$ cat config.mk
export PLATFORM = sky130hd
export DESIGN_NAME = slot_allocator_with_wait_queue_core
export DESIGN_NICKNAME = d
export VERILOG_FILES = /design/src/swq_pkg.sv /design/src/slot_allocator_with_wait_queue_core.sv /design/src/swq_slot_store.sv /design/src/swq_wait_fifo.sv
export SDC_FILE = /design/constraint.sdc
export NUM_CORES = 1
export LEC_CHECK = 0
export ABC_CLOCK_PERIOD_IN_PS = 3500
export BUFFER_PORTS_ARGS = -buffer_cell sky130_fd_sc_hd__buf_2
export CORE_MARGIN = 2
export CORE_UTILIZATION = 45
export DETAILED_ROUTE_END_ITERATION = 6
export PLACE_DENSITY = 0.67
export SLEW_MARGIN = 20
export SYNTH_ARGS = -nofsm -noshare
export SYNTH_HDL_FRONTEND = slang
export SYNTH_SLANG_ARGS = --single-unit
$ cat constraint.sdc
create_clock -name clk -period 3.5 [get_ports clk]
set_clock_uncertainty 0.15 [all_clocks]
set_input_delay 0.7 -clock clk [delete_from_list [all_inputs] [get_ports clk]]
set_output_delay 0.7 -clock clk [all_outputs]
set_load 0.03 [all_outputs]
$ cat src/swq_pkg.sv
// Shared types and constants for the slot allocator with wait queue.
// No dependencies; every other file of the block imports this package.
package swq_pkg;

  localparam int KEY_W           = 16;
  localparam int STATUS_W        = 3;
  localparam int SLOT_OUT_W      = 4;
  localparam int ACTIVE_W        = 5;
  localparam int DEF_SLOT_COUNT  = 16;
  localparam int DEF_QUEUE_DEPTH = 16;

  localparam logic [ACTIVE_W-1:0] ACTIVE_RESET = 5'd16;

  localparam logic CMD_ALLOC   = 1'b0;
  localparam logic CMD_RELEASE = 1'b1;

  typedef enum logic [STATUS_W-1:0] {
    ST_PLACED    = 3'd0,
    ST_QUEUED    = 3'd1,
    ST_DROPPED   = 3'd2,
    ST_RELEASED  = 3'd3,
    ST_REFILLED  = 3'd4,
    ST_NOT_FOUND = 3'd5
  } status_t;

  typedef struct packed {
    logic key_wr;
    logic valid_set;
    logic valid_clr;
  } slot_cmd_t;

  typedef struct packed {
    logic push;
    logic pop;
  } fifo_cmd_t;

  typedef struct packed {
    logic empty;
    logic full;
  } fifo_stat_t;

endpackage

$ cat src/slot_allocator_with_wait_queue_core.sv
// A request's result reaches out_valid after the slot scan, which checks one slot a cycle,
// and the S_DONE state, which loads the output register once it is free.
// One request at a time: in_ready is high only in the idle state.
// A result waiting in the output register does not block the next input transfer.
// Reset (synchronous, active low) clears slot valid flags, queue pointers and sets active_slots to 16.
// Depends on swq_pkg, swq_slot_store and swq_wait_fifo.
module slot_allocator_with_wait_queue_core #(
  parameter int SLOT_COUNT  = swq_pkg::DEF_SLOT_COUNT,
  parameter int QUEUE_DEPTH = swq_pkg::DEF_QUEUE_DEPTH
) (
  input  logic                         clk,
  input  logic                         rst_n,
  input  logic                         in_valid,
  output logic                         in_ready,
  input  logic                         in_cmd,
  input  logic [swq_pkg::KEY_W-1:0]    in_key,
  output logic                         out_valid,
  input  logic                         out_ready,
  output logic [swq_pkg::STATUS_W-1:0] out_status,
  output logic [swq_pkg::SLOT_OUT_W-1:0] out_slot_index,
  output logic [swq_pkg::KEY_W-1:0]    out_moved_key,
  input  logic                         cfg_we,
  input  logic [swq_pkg::ACTIVE_W-1:0] cfg_wdata
);
  import swq_pkg::*;

  localparam int IDX_W  = (SLOT_COUNT > 1) ? $clog2(SLOT_COUNT) : 1;
  localparam int SCAN_W = $clog2(SLOT_COUNT + 1);

  typedef enum logic [3:0] {
    S_IDLE  = 4'b0001,
    S_ALLOC = 4'b0010,
    S_FREE  = 4'b0100,
    S_DONE  = 4'b1000
  } state_t;

  state_t                state_r, state_nxt;
  logic                  cmd_r, cmd_nxt;
  logic [KEY_W-1:0]      key_r, key_nxt;
  logic [SCAN_W-1:0]     lim_r, lim_nxt;
  logic [SCAN_W-1:0]     idx_r, idx_nxt;
  logic                  pend_r, pend_nxt;
  logic [IDX_W-1:0]      pend_idx_r, pend_idx_nxt;
  status_t               res_status_r, res_status_nxt;
  logic [SLOT_OUT_W-1:0] res_slot_r, res_slot_nxt;
  logic [KEY_W-1:0]      res_moved_r, res_moved_nxt;
  logic                  out_valid_r, out_valid_nxt;
  status_t               out_status_r, out_status_nxt;
  logic [SLOT_OUT_W-1:0] out_slot_r, out_slot_nxt;
  logic [KEY_W-1:0]      out_moved_r, out_moved_nxt;
  logic [ACTIVE_W-1:0]   active_r, active_nxt;

  logic [SCAN_W-1:0]     lim_cfg;
  logic [IDX_W-1:0]      idx_at;
  logic                  hit;
  slot_cmd_t             slot_cmd;
  logic [IDX_W-1:0]      wr_addr;
  logic [KEY_W-1:0]      wr_key;
  logic [KEY_W-1:0]      rd_key;
  logic [SLOT_COUNT-1:0] slot_valid;
  fifo_cmd_t             fifo_cmd;
  logic [KEY_W-1:0]      head_key;
  fifo_stat_t            fifo_stat;

  swq_slot_store #(
    .SLOT_COUNT (SLOT_COUNT),
    .IDX_W      (IDX_W)
  ) u_slot_store (
    .clk        (clk),
    .rst_n      (rst_n),
    .slot_cmd   (slot_cmd),
    .wr_addr    (wr_addr),
    .wr_key     (wr_key),
    .rd_addr    (idx_at),
    .rd_key     (rd_key),
    .slot_valid (slot_valid)
  );

  swq_wait_fifo #(
    .QUEUE_DEPTH (QUEUE_DEPTH)
  ) u_wait_fifo (
    .clk       (clk),
    .rst_n     (rst_n),
    .fifo_cmd  (fifo_cmd),
    .push_key  (key_r),
    .head_key  (head_key),
    .fifo_stat (fifo_stat)
  );

  assign lim_cfg = (32'(active_r) > SLOT_COUNT) ? SCAN_W'(SLOT_COUNT) : SCAN_W'(active_r);
  assign idx_at  = idx_r[IDX_W-1:0];
  assign hit     = pend_r && slot_valid[pend_idx_r] && (rd_key == key_r);

  always_comb begin
    state_nxt      = state_r;
    cmd_nxt        = cmd_r;
    key_nxt        = key_r;
    lim_nxt        = lim_r;
    idx_nxt        = idx_r;
    pend_nxt       = pend_r;
    pend_idx_nxt   = pend_idx_r;
    res_status_nxt = res_status_r;
    res_slot_nxt   = res_slot_r;
    res_moved_nxt  = res_moved_r;
    out_valid_nxt  = out_valid_r && !out_ready;
    out_status_nxt = out_status_r;
    out_slot_nxt   = out_slot_r;
    out_moved_nxt  = out_moved_r;
    active_nxt     = cfg_we ? cfg_wdata : active_r;
    slot_cmd       = '0;
    fifo_cmd       = '0;
    wr_addr        = idx_at;
    wr_key         = key_r;

    unique case (state_r)
      S_IDLE: begin
        if (in_valid) begin
          cmd_nxt   = in_cmd;
          key_nxt   = in_key;
          lim_nxt   = lim_cfg;
          idx_nxt   = '0;
          pend_nxt  = 1'b0;
          state_nxt = (in_cmd == CMD_RELEASE) ? S_FREE : S_ALLOC;
        end
      end
      S_ALLOC: begin
        res_slot_nxt  = '0;
        res_moved_nxt = '0;
        if (idx_r < lim_r) begin
          if (!slot_valid[idx_at]) begin
            slot_cmd.key_wr    = 1'b1;
            slot_cmd.valid_set = 1'b1;
            res_status_nxt     = ST_PLACED;
            res_slot_nxt       = SLOT_OUT_W'(idx_at);
            state_nxt          = S_DONE;
          end else begin
            idx_nxt = idx_r + 1'b1;
          end
        end else begin
          if (fifo_stat.full) begin
            res_status_nxt = ST_DROPPED;
          end else begin
            fifo_cmd.push  = 1'b1;
            res_status_nxt = ST_QUEUED;
          end
          state_nxt = S_DONE;
        end
      end
      S_FREE: begin
        if (hit) begin
          wr_addr      = pend_idx_r;
          res_slot_nxt = SLOT_OUT_W'(pend_idx_r);
          if (!fifo_stat.empty) begin
            slot_cmd.key_wr = 1'b1;
            wr_key          = head_key;
            fifo_cmd.pop    = 1'b1;
            res_status_nxt  = ST_REFILLED;
            res_moved_nxt   = head_key;
          end else begin
            slot_cmd.valid_clr = 1'b1;
            res_status_nxt     = ST_RELEASED;
            res_moved_nxt      = '0;
          end
          pend_nxt  = 1'b0;
          state_nxt = S_DONE;
        end else if (!pend_r && (idx_r == lim_r)) begin
          res_status_nxt = ST_NOT_FOUND;
          res_slot_nxt   = '0;
          res_moved_nxt  = '0;
          state_nxt      = S_DONE;
        end else begin
          pend_nxt     = (idx_r < lim_r);
          pend_idx_nxt = idx_at;
          if (idx_r < lim_r) begin
            idx_nxt = idx_r + 1'b1;
          end
        end
      end
      S_DONE: begin
        if (!out_valid_r || out_ready) begin
          out_valid_nxt  = 1'b1;
          out_status_nxt = res_status_r;
          out_slot_nxt   = res_slot_r;
          out_moved_nxt  = res_moved_r;
          state_nxt      = S_IDLE;
        end
      end
      default: begin
        state_nxt = S_IDLE;
      end
    endcase
  end

  always_ff @(posedge clk) begin
    if (!rst_n) begin
      state_r     <= S_IDLE;
      pend_r      <= 1'b0;
      out_valid_r <= 1'b0;
      active_r    <= ACTIVE_RESET;
    end else begin
      state_r     <= state_nxt;
      pend_r      <= pend_nxt;
      out_valid_r <= out_valid_nxt;
      active_r    <= active_nxt;
    end
  end

  always_ff @(posedge clk) begin
    cmd_r        <= cmd_nxt;
    key_r        <= key_nxt;
    lim_r        <= lim_nxt;
    idx_r        <= idx_nxt;
    pend_idx_r   <= pend_idx_nxt;
    res_status_r <= res_status_nxt;
    res_slot_r   <= res_slot_nxt;
    res_moved_r  <= res_moved_nxt;
    out_status_r <= out_status_nxt;
    out_slot_r   <= out_slot_nxt;
    out_moved_r  <= out_moved_nxt;
  end

  assign in_ready       = (state_r == S_IDLE);
  assign out_valid      = out_valid_r;
  assign out_status     = out_status_r;
  assign out_slot_index = out_slot_r;
  assign out_moved_key  = out_moved_r;

  a_done_loads_output: assert property (@(posedge clk) disable iff (!rst_n)
    (state_r == S_DONE && !out_valid_r) |=> out_valid_r)
    else $error("Finished result was not loaded into a free output register.");

  a_cmd_matches_state: assert property (@(posedge clk) disable iff (!rst_n)
    (state_r == S_FREE) |-> (cmd_r == CMD_RELEASE))
    else $error("Release scan running for an allocate request.");

  a_scan_in_range: assert property (@(posedge clk) disable iff (!rst_n)
    (state_r == S_ALLOC || state_r == S_FREE) |-> (idx_r <= lim_r))
    else $error("Slot scan index ran past the active range.");

endmodule

$ cat src/swq_slot_store.sv
// Slot key memory with registered read port and per-slot valid flags.
// Depends on swq_pkg for the key width and the slot command struct.
module swq_slot_store #(
  parameter int SLOT_COUNT = swq_pkg::DEF_SLOT_COUNT,
  parameter int IDX_W      = (SLOT_COUNT > 1) ? $clog2(SLOT_COUNT) : 1
) (
  input  logic                     clk,
  input  logic                     rst_n,
  input  swq_pkg::slot_cmd_t       slot_cmd,
  input  logic [IDX_W-1:0]         wr_addr,
  input  logic [swq_pkg::KEY_W-1:0] wr_key,
  input  logic [IDX_W-1:0]         rd_addr,
  output logic [swq_pkg::KEY_W-1:0] rd_key,
  output logic [SLOT_COUNT-1:0]    slot_valid
);
  import swq_pkg::*;

  logic [KEY_W-1:0]      key_mem [SLOT_COUNT];
  logic [KEY_W-1:0]      rd_key_r;
  logic [SLOT_COUNT-1:0] valid_r;
  logic [SLOT_COUNT-1:0] valid_nxt;

  always_ff @(posedge clk) begin
    if (slot_cmd.key_wr) begin
      key_mem[wr_addr] <= wr_key;
    end
    rd_key_r <= key_mem[rd_addr];
  end

  always_comb begin
    valid_nxt = valid_r;
    if (slot_cmd.valid_set) begin
      valid_nxt[wr_addr] = 1'b1;
    end
    if (slot_cmd.valid_clr) begin
      valid_nxt[wr_addr] = 1'b0;
    end
  end

  always_ff @(posedge clk) begin
    if (!rst_n) begin
      valid_r <= '0;
    end else begin
      valid_r <= valid_nxt;
    end
  end

  assign rd_key     = rd_key_r;
  assign slot_valid = valid_r;

  a_no_set_and_clr: assert property (@(posedge clk) disable iff (!rst_n)
    !(slot_cmd.valid_set && slot_cmd.valid_clr))
    else $error("Slot valid flag set and cleared in the same cycle.");

endmodule

$ cat src/swq_wait_fifo.sv
// Bounded FIFO of waiting keys with a registered head read.
// Depends on swq_pkg for the key width and the FIFO command and status structs.
module swq_wait_fifo #(
  parameter int QUEUE_DEPTH = swq_pkg::DEF_QUEUE_DEPTH
) (
  input  logic                      clk,
  input  logic                      rst_n,
  input  swq_pkg::fifo_cmd_t        fifo_cmd,
  input  logic [swq_pkg::KEY_W-1:0] push_key,
  output logic [swq_pkg::KEY_W-1:0] head_key,
  output swq_pkg::fifo_stat_t       fifo_stat
);
  import swq_pkg::*;

  localparam int PTR_W = (QUEUE_DEPTH > 1) ? $clog2(QUEUE_DEPTH) : 1;
  localparam int CNT_W = $clog2(QUEUE_DEPTH + 1);
  localparam logic [PTR_W-1:0] PTR_LAST = PTR_W'(QUEUE_DEPTH - 1);

  logic [KEY_W-1:0] key_mem [QUEUE_DEPTH];
  logic [KEY_W-1:0] head_key_r;
  logic [PTR_W-1:0] head_r, head_nxt;
  logic [PTR_W-1:0] tail_r, tail_nxt;
  logic [CNT_W-1:0] count_r, count_nxt;

  always_ff @(posedge clk) begin
    if (fifo_cmd.push) begin
      key_mem[tail_r] <= push_key;
    end
    head_key_r <= key_mem[head_r];
  end

  always_comb begin
    head_nxt  = head_r;
    tail_nxt  = tail_r;
    count_nxt = count_r;
    if (fifo_cmd.push) begin
      tail_nxt  = (tail_r == PTR_LAST) ? '0 : tail_r + 1'b1;
      count_nxt = count_r + 1'b1;
    end else if (fifo_cmd.pop) begin
      head_nxt  = (head_r == PTR_LAST) ? '0 : head_r + 1'b1;
      count_nxt = count_r - 1'b1;
    end
  end

  always_ff @(posedge clk) begin
    if (!rst_n) begin
      head_r  <= '0;
      tail_r  <= '0;
      count_r <= '0;
    end else begin
      head_r  <= head_nxt;
      tail_r  <= tail_nxt;
      count_r <= count_nxt;
    end
  end

  assign head_key        = head_key_r;
  assign fifo_stat.empty = (count_r == '0);
  assign fifo_stat.full  = (count_r == CNT_W'(QUEUE_DEPTH));

  a_no_pop_empty: assert property (@(posedge clk) disable iff (!rst_n)
    fifo_cmd.pop |-> !fifo_stat.empty)
    else $error("Wait queue popped while empty.");

  a_no_push_full: assert property (@(posedge clk) disable iff (!rst_n)
    fifo_cmd.push |-> !fifo_stat.full)
    else $error("Wait queue pushed while full.");

  a_count_bound: assert property (@(posedge clk) disable iff (!rst_n)
    count_r <= CNT_W'(QUEUE_DEPTH))
    else $error("Wait queue count exceeds its depth.");

endmodule
# ---- Word-level counts from Yosys, hierarchy flattened
# Memories as Yosys holds them, arrays and structs flattened. A register that Yosys moved wholly into a read port is not among the register bits.
# Index checks and enable logic that the tools add are counted.
dict set report totals {
  word_cells 150
  inputBits 27
  output_inout_bits 25
  n_memories 2
  ramBits 512
  reg_bits 116
}
# memory depth width read_ports rd_ports_with_merged_regs write_ports line
set memory_table {}
lappend memory_table {u_slot_store.key_mem 16 16 1 1 1 swq_slot_store.sv:18} ;# logic [KEY_W-1:0] key_mem [SLOT_COUNT];
lappend memory_table {u_wait_fifo.key_mem 16 16 1 1 1 swq_wait_fifo.sv:19} ;# logic [KEY_W-1:0] key_mem [QUEUE_DEPTH];
dict set report classes {
  n_addsub 5
  mux 71
  n_reduce_logical 23
  eq_ne 19
  order_cmp 6
  bitwise 6
}
# op count
set ops {}
lappend ops {{2-to-1 mux 16 bit} 8}
lappend ops {{2-to-1 mux 4 bit} 14}
lappend ops {{2-to-1 mux 5 bit} 8}
lappend ops {{one-hot mux 16 bit (2 select lines)} 1}
lappend ops {{2-to-1 mux 1 bit} 22}
lappend ops {{2-to-1 mux 3 bit} 6}
lappend ops {{bitwise AND 16 bit} 1}
lappend ops {{== test 16 bit} 1}
lappend ops {{inverter 16 bit} 1}
lappend ops {{bitwise OR 16 bit} 1}
lappend ops {{one-hot mux 4 bit (4 select lines)} 1}
lappend ops {{< comparator 4 x 5 -> 1 bit (second input constant)} 3}
lappend ops {{one-hot mux 5 bit (3 select lines)} 1}
lappend ops {{inequality test 2 bit (second input constant)} 7}
lappend ops {{== test 4 bit (second input constant)} 3}
lappend ops {{adder 5 x 1 -> 5 bit (second input constant)} 2}
lappend ops {{inequality test 3 bit (second input constant)} 3}
lappend ops {{AND reduction 3 bit} 3}
lappend ops {{adder 4 x 1 -> 4 bit (second input constant)} 2}
lappend ops {{binary-select mux 1 bit (select 4 bit)} 2}
lappend ops {{one-hot mux 4 bit (2 select lines)} 1}
lappend ops {{AND reduction 2 bit} 4}
lappend ops {{AND reduction 7 bit} 1}
lappend ops {{2-to-1 mux 2 bit} 3}
lappend ops {{other kinds (20)} 31}

# ---- Longest topological paths before layout
dict set report logic_depth {
  ltp_word 14
  mapped_depth 15
  ltp_nobuf 13
}

# ---- Modules after synthesis
# From an unflattened synthesis, not the netlist that was laid out.
dict set report hier_totals {
  cells_unflattened 1284
  area_unflattened_um2 25597.0
}
# mod cells_per_inst area_per_inst_um2 instances seq_area_each_um2
set modules_own_cells {}
lappend modules_own_cells {swq_slot_store 497 10764.1 1 8328.0}
lappend modules_own_cells {swq_wait_fifo 517 10752.8 1 8267.9}
lappend modules_own_cells {slot_allocator_with_wait_queue_core 270 4080.2 1 2502.4}

# ---- Least setup slack after synthesis
# OpenSTA, ideal clock, no wires.
dict set report synth_timing {
  path_kind {register to register}
  start {register idx_r[1]}
  end {memory u_slot_store.key_mem[0][0] (enable)}
  path_slack_ns -0.080
  arrival_time_ns 3.042
  period_less_slack_ns 3.580
  required_ns 2.962
  n_path_buf 3
  path_stages_with_launch 12
  path_cell_list {edfxtp_1 > ha_1 > nor2b_1 > o21ai_0 > a21oi_1 > or2_2 > buf_1 > or3_1 > buf_6 > nor2b_4 > buf_6 > nor2_1}
}
dict set report synth_between {
  elab_chain_cells 7
  word_cells_on_any_way 10
  classes_between {1 x order compare; 9 x mux}
}
# item line
set synth_rtl {}
lappend synth_rtl {{start, declared} slot_allocator_with_wait_queue_core.sv:41} ;# logic [SCAN_W-1:0] idx_r, idx_nxt;
lappend synth_rtl {{start signal, assigned} slot_allocator_with_wait_queue_core.sv:212} ;# idx_r <= idx_nxt;
lappend synth_rtl {{binary-select mux 1 bit (select 4 bit)} slot_allocator_with_wait_queue_core.sv:130} ;# if (!slot_valid[idx_at]) begin
lappend synth_rtl {{2-to-1 mux 1 bit (not written as such)} slot_allocator_with_wait_queue_core.sv:130}
lappend synth_rtl {{2-to-1 mux 2 bit} slot_allocator_with_wait_queue_core.sv:130}
lappend synth_rtl {{2-to-1 mux 2 bit} slot_allocator_with_wait_queue_core.sv:129} ;# if (idx_r < lim_r) begin
lappend synth_rtl {{one-hot mux 1 bit (2 select lines)} slot_allocator_with_wait_queue_core.sv:115} ;# unique case (state_r)
lappend synth_rtl {{2-to-1 mux 1 bit} swq_slot_store.sv:24} ;# if (slot_cmd.key_wr) begin
lappend synth_rtl {{2-to-1 mux 1 bit (not written as such)} swq_slot_store.sv:25} ;# key_mem[wr_addr] <= wr_key;
lappend synth_rtl {{end, declared} swq_slot_store.sv:18}
# Parallel ways exist; a longest one is shown, timed or not. The select of a mux whose other input is x is not followed.

# ---- Worst setup path after layout
dict set report layout_timing {
  start {register pend_idx_r[0]}
  end {memory u_slot_store.key_mem[3][4] (enable)}
}
dict set report layout_between {
  elab_chain_cells 8
  word_cells_on_any_way 10
  classes_between {8 x mux; 2 x reduce/logical}
}
# item line
set layout_rtl {}
lappend layout_rtl {{start, declared} slot_allocator_with_wait_queue_core.sv:43} ;# logic [IDX_W-1:0] pend_idx_r, pend_idx_nxt;
lappend layout_rtl {{start signal, assigned} slot_allocator_with_wait_queue_core.sv:213} ;# pend_idx_r <= pend_idx_nxt;
lappend layout_rtl {{binary-select mux 1 bit (select 4 bit)} slot_allocator_with_wait_queue_core.sv:92} ;# assign hit = pend_r && slot_valid[pend_idx_r] && (rd_key == key_r);
lappend layout_rtl {{2-to-1 mux 1 bit (not written as such)} slot_allocator_with_wait_queue_core.sv:92}
lappend layout_rtl {{logical AND 1 bit (2 in series)} slot_allocator_with_wait_queue_core.sv:92}
lappend layout_rtl {{2-to-1 mux 1 bit} slot_allocator_with_wait_queue_core.sv:150} ;# if (hit) begin
lappend layout_rtl {{one-hot mux 1 bit (2 select lines)} slot_allocator_with_wait_queue_core.sv:115}
lappend layout_rtl {{2-to-1 mux 1 bit} swq_slot_store.sv:24}
lappend layout_rtl {{2-to-1 mux 1 bit (not written as such)} swq_slot_store.sv:25}
# Parallel ways exist; a longest one is shown, timed or not. The select of a mux whose other input is x is not followed.

==> qor.csv <==
stage,metric,value,unit
critical_path,critical-path cell list,"mux4_2, a22oi_1, nand3_1, and4b_2, nor2b_4, buf_12, nor2_2, buf_4",
floorplanning,core area,56500,sq um
placed_design,I/O Buffers,51,
placed_design,routability cong.,0.837,
yosys,sequential-to-total area share from yosys stat,0.742,
cts,clock tree buffer depth,3,
sta,post-layout min period,3.30,ns
sta,RSZ-0062 raised after global routing,false,
sta,final setup fails,0,
critical_path,"slowest stage delay, CP",0.57,ns
cts,clk slew on worst S/H paths,0.06,ns
global_route,grt ovf,0,
critical_path,Startpoint Class,register,
cts,post-CTS setup buffers,0,
pwr,maximum vdd drop,0.000374,V
cts,worst-skew pair later-pin latency,0.60,ns
flow_run,max-cap viol count,0,
detailed_routing,DR DRC count,0,
detailed_routing,routed wire length,57.2,mm
detailed_routing,Detailed Routing Iterations Pass 1,5,
detailed_routing,Final ANT Viol Nets,0,
placed_design,post-DP HPWL,35.8,mm
critical_path,CP required,3.68,ns
pwr,Power Dens Cells,634,nW/um^2
sta,Max transition margin,0.351,
yosys,post-synthesis cell type count,53,
floorplanning,I/O Pins,52,
layout,Filler Cells Inserted,4326,
sta,Fin. Hold Viols,0,
yosys,Synth Net Count,1312,
yosys,cell taking the most area after synthesis,edfxtp_1,
detailed_routing,DR WL/cell,25.8,um
cts,H-tree levels,3,
global_route,first-pass GRT wire length,84.9,mm
layout,Antenna diodes,0,
pwr,leakage,9.54,nW
detailed_routing,1st-iter DRT viols,1202,
yosys,Post-Synthesis Cells,1270,
yosys,Post-synth EDFFs,588,
global_route,GRT Overall Usage,0.197,
yosys,Synth top area share,0.686,
floorplanning,initial cell density of the core,0.455,
cts,TritonCTS Buffers,68,
cts,hold buffer count at cts,0,
yosys,#FFs+latches synth,660,
global_route,initial antenna violation count,0,
detailed_routing,via count,12643,
layout,fraction of layout cells with a size suffix above 1,0.322,
status,status,finished clean,
critical_path,Worst Path Arrival,3.48,ns
floorplanning,row count,87,
floorplanning,chip width,243,um
sta,fin. max-slew vios,0,
critical_path,slowest CP cell,edfxtp_1,
yosys,ys flop type,edfxtp_1,
sta,Max Freq,303,MHz
critical_path,crit end category,register,
sta,setup slack after layout,0.196,ns
sta,worst slew pin tran,0.974,ns
floorplanning,die area,59100,sq um
layout,nets,1452,
yosys,Post-synth ARST share,0,
global_route,vias in the first global route,12801,
yosys,Mapped Area,25700,sq um
cts,CTS root buf,clkbuf_16,
cts,CTS tree,yes,
detailed_routing,routed vias/inst,5.69,
layout,FF+latch area,19100,sq um
yosys,YS warnings,0,
layout,area added between synthesis and finish,15.3,%
placed_design,Place WS,0.120,ns
cts,clk sinks,660,
layout,area of the multi-input gates,6330,sq um
sta,setup TNS,0,ns
sta,Final period util,0.944,
cts,Post-CTS Resized,0,
yosys,average size of a mapped cell,20.3,sq um
global_route,largest net degree at the start of global routing,68,
floorplanning,Die Y,243,um
critical_path,CP Class,reg -> reg,
yosys,Area contributors post-synth,"edfxtp_1 69%, mux4_2 15%, dfxtp_1 5.6%",
critical_path,crit-path max FO,16,
worst_hold_path,Worst Hold Class,in -> reg,
==> metal layers <==
| layer | part of all wire | GRT usage |
|---|---|---|
| met1 | 0.43 | 0.283 |
| met4 | 0.022 | 0.0619 |
| met2 | 0.47 | 0.299 |
| met5 | 0 | 0 |
| met3 | 0.084 | 0.0468 |
==> cell usage in the layout, fill, tap and decap left out, types with 4 or more instances in the layout <==
| master | netlist | layout |
|---|---|---|
| nor2_2 | 1 | 19 |
| nand2b_1 | 11 | 11 |
| buf_12 | 1 | 14 |
| o221a_2 | 16 | 16 |
| mux2_2 | 17 | 17 |
| mux2i_1 | 23 | 23 |
| nor3_2 | 0 | 4 |
| xor2_1 | 4 | 4 |
| o21ai_0 | 8 | 8 |
| buf_2 | 6 | 51 |
| nor3_1 | 19 | 15 |
| nor2_1 | 71 | 53 |
| nand4_1 | 4 | 4 |
| clkinv_2 | 0 | 5 |
| nand3_1 | 16 | 16 |
| a22o_1 | 4 | 4 |
| inv_1 | 12 | 12 |
| and2_1 | 22 | 22 |
| clkbuf_16 | 0 | 71 |
| xnor2_1 | 21 | 21 |
| nor2_4 | 9 | 9 |
| nor4_1 | 4 | 4 |
| nor2b_1 | 19 | 18 |
| a21oi_1 | 6 | 6 |
| clkbuf_8 | 0 | 5 |
| clkinv_1 | 0 | 9 |
| buf_4 | 2 | 74 |
| edfxtp_1 | 588 | 588 |
| nand2_1 | 33 | 33 |
| clkbuf_1 | 40 | 27 |
| dfxtp_1 | 72 | 70 |
| o21a_1 | 4 | 4 |
| mux4_2 | 168 | 168 |
| ha_1 | 14 | 14 |
==> state kept, by name, indices dropped and copies added, names as in the netlist <==
signal,cells
u_wait_fifo.count_r,5
out_moved_key,16
u_wait_fifo.key_mem,256
res_slot_r,4
u_wait_fifo.tail_r,4
u_slot_store.rd_key,16
active_r,5
pend_idx_r,4
out_slot_index,4
key_r,16
res_status_r,3
u_wait_fifo.head_r,4
lim_r,5
u_slot_store.key_mem,256
u_wait_fifo.head_key,16
u_slot_store.slot_valid,16
out_status,3
state_r,4
pend_r,1
idx_r,5
res_moved_r,16
out_valid,1
==> synth_stat cells, types with 4 or more instances <==
cell type,number
and2_1,22
o21ai_0,8
mux2_2,17
nand2b_1,11
nand3_1,16
xor2_1,4
nand4_1,4
ha_1,14
buf_2,6
nor2_4,9
o21a_1,4
xnor2_1,21
a22o_1,4
nor3_1,19
dfxtp_1,72
mux2i_1,23
o221a_2,16
clkbuf_1,40
nor2b_1,19
a21oi_1,6
nor4_1,4
nor2_1,71
edfxtp_1,588
mux4_2,168
nand2_1,33
buf_1,17
inv_1,12
==> logic make-up after synthesis <==
logic type | count (synthesis) | synth area share
adder cells (fa/ha/maj) | 15 | 0.00759
multiplexers | 208 | 0.163
flip-flops | 660 | 0.742
buffers and inverters | 81 | 0.0139
XOR/XNOR | 25 | 0.00851
AND/OR/NAND/NOR | 224 | 0.0460
AO/OA/AOI/OAI | 57 | 0.0180
==> power by group <==
| part | internal (mW) | switching [mW] | leakage (nW) | total, mW |
|---|---|---|---|---|
| sequential | 9.19 | 0.258 | 5.88 | 9.45 |
| combinational | 0.971 | 1.46 | 2.63 | 2.43 |
| clock | 4.01 | 2.90 | 1.03 | 6.91 |
| total | 14.2 | 4.62 | 9.54 | 18.8 |
==> through the flow <==
step | util | hold WS [ns] | cell area (sq um) | total power, mW | instances
global route | 0.525 | 0.106 | 29700 | 19.4 | 2221
finish | 0.525 | 0.122 | 29700 | 18.8 | 2221
CTS | 0.524 | 0.0954 | 29600 | 18.9 | 2218
detailed placement | 0.486 | 0.255 | 27500 | 12.0 | 2093
floorplan | - | 0.250 | 25700 | 11.1 | 1270
global placement | 0.486 | 0.254 | 27500 | 12.0 | 2093
==> worst paths after layout <==
kind / depth (start not counted) / slack [ns] / to / start
min: 1 / 0.12 / key_r[7] / in_key[7]
max: 8 / 0.20 / u_slot_store.key_mem[3][4] / pend_idx_r[0]
max reg2reg: 8 / 0.20 / u_slot_store.key_mem[3][4] / pend_idx_r[0]
min reg2reg: 0 / 0.27 / out_moved_key[9] / res_moved_r[9]
==> worst max-delay path: cells and delay by family, from the launching register on <==
family | cells | cell delay [ns]
AOI/OAI and AO/OA | 1 | 0.17
buffers and inverters | 2 | 0.41
muxes | 1 | 0.55
DFF | 1 | 0.57
and+or+nand+nor | 4 | 1.16
==> cell type report <==
class	instances	area share
Timing Repair Buffer	139	0.0368
Clock buffer	103	0.0657
Clock inverter	22	0.00625
Tap cell	756	0.0319
Multi-Input combinational cell	529	0.214
Sequential cell	660	0.644
Inverter	12	0.00152
Power figures use the tool's default switching activity.
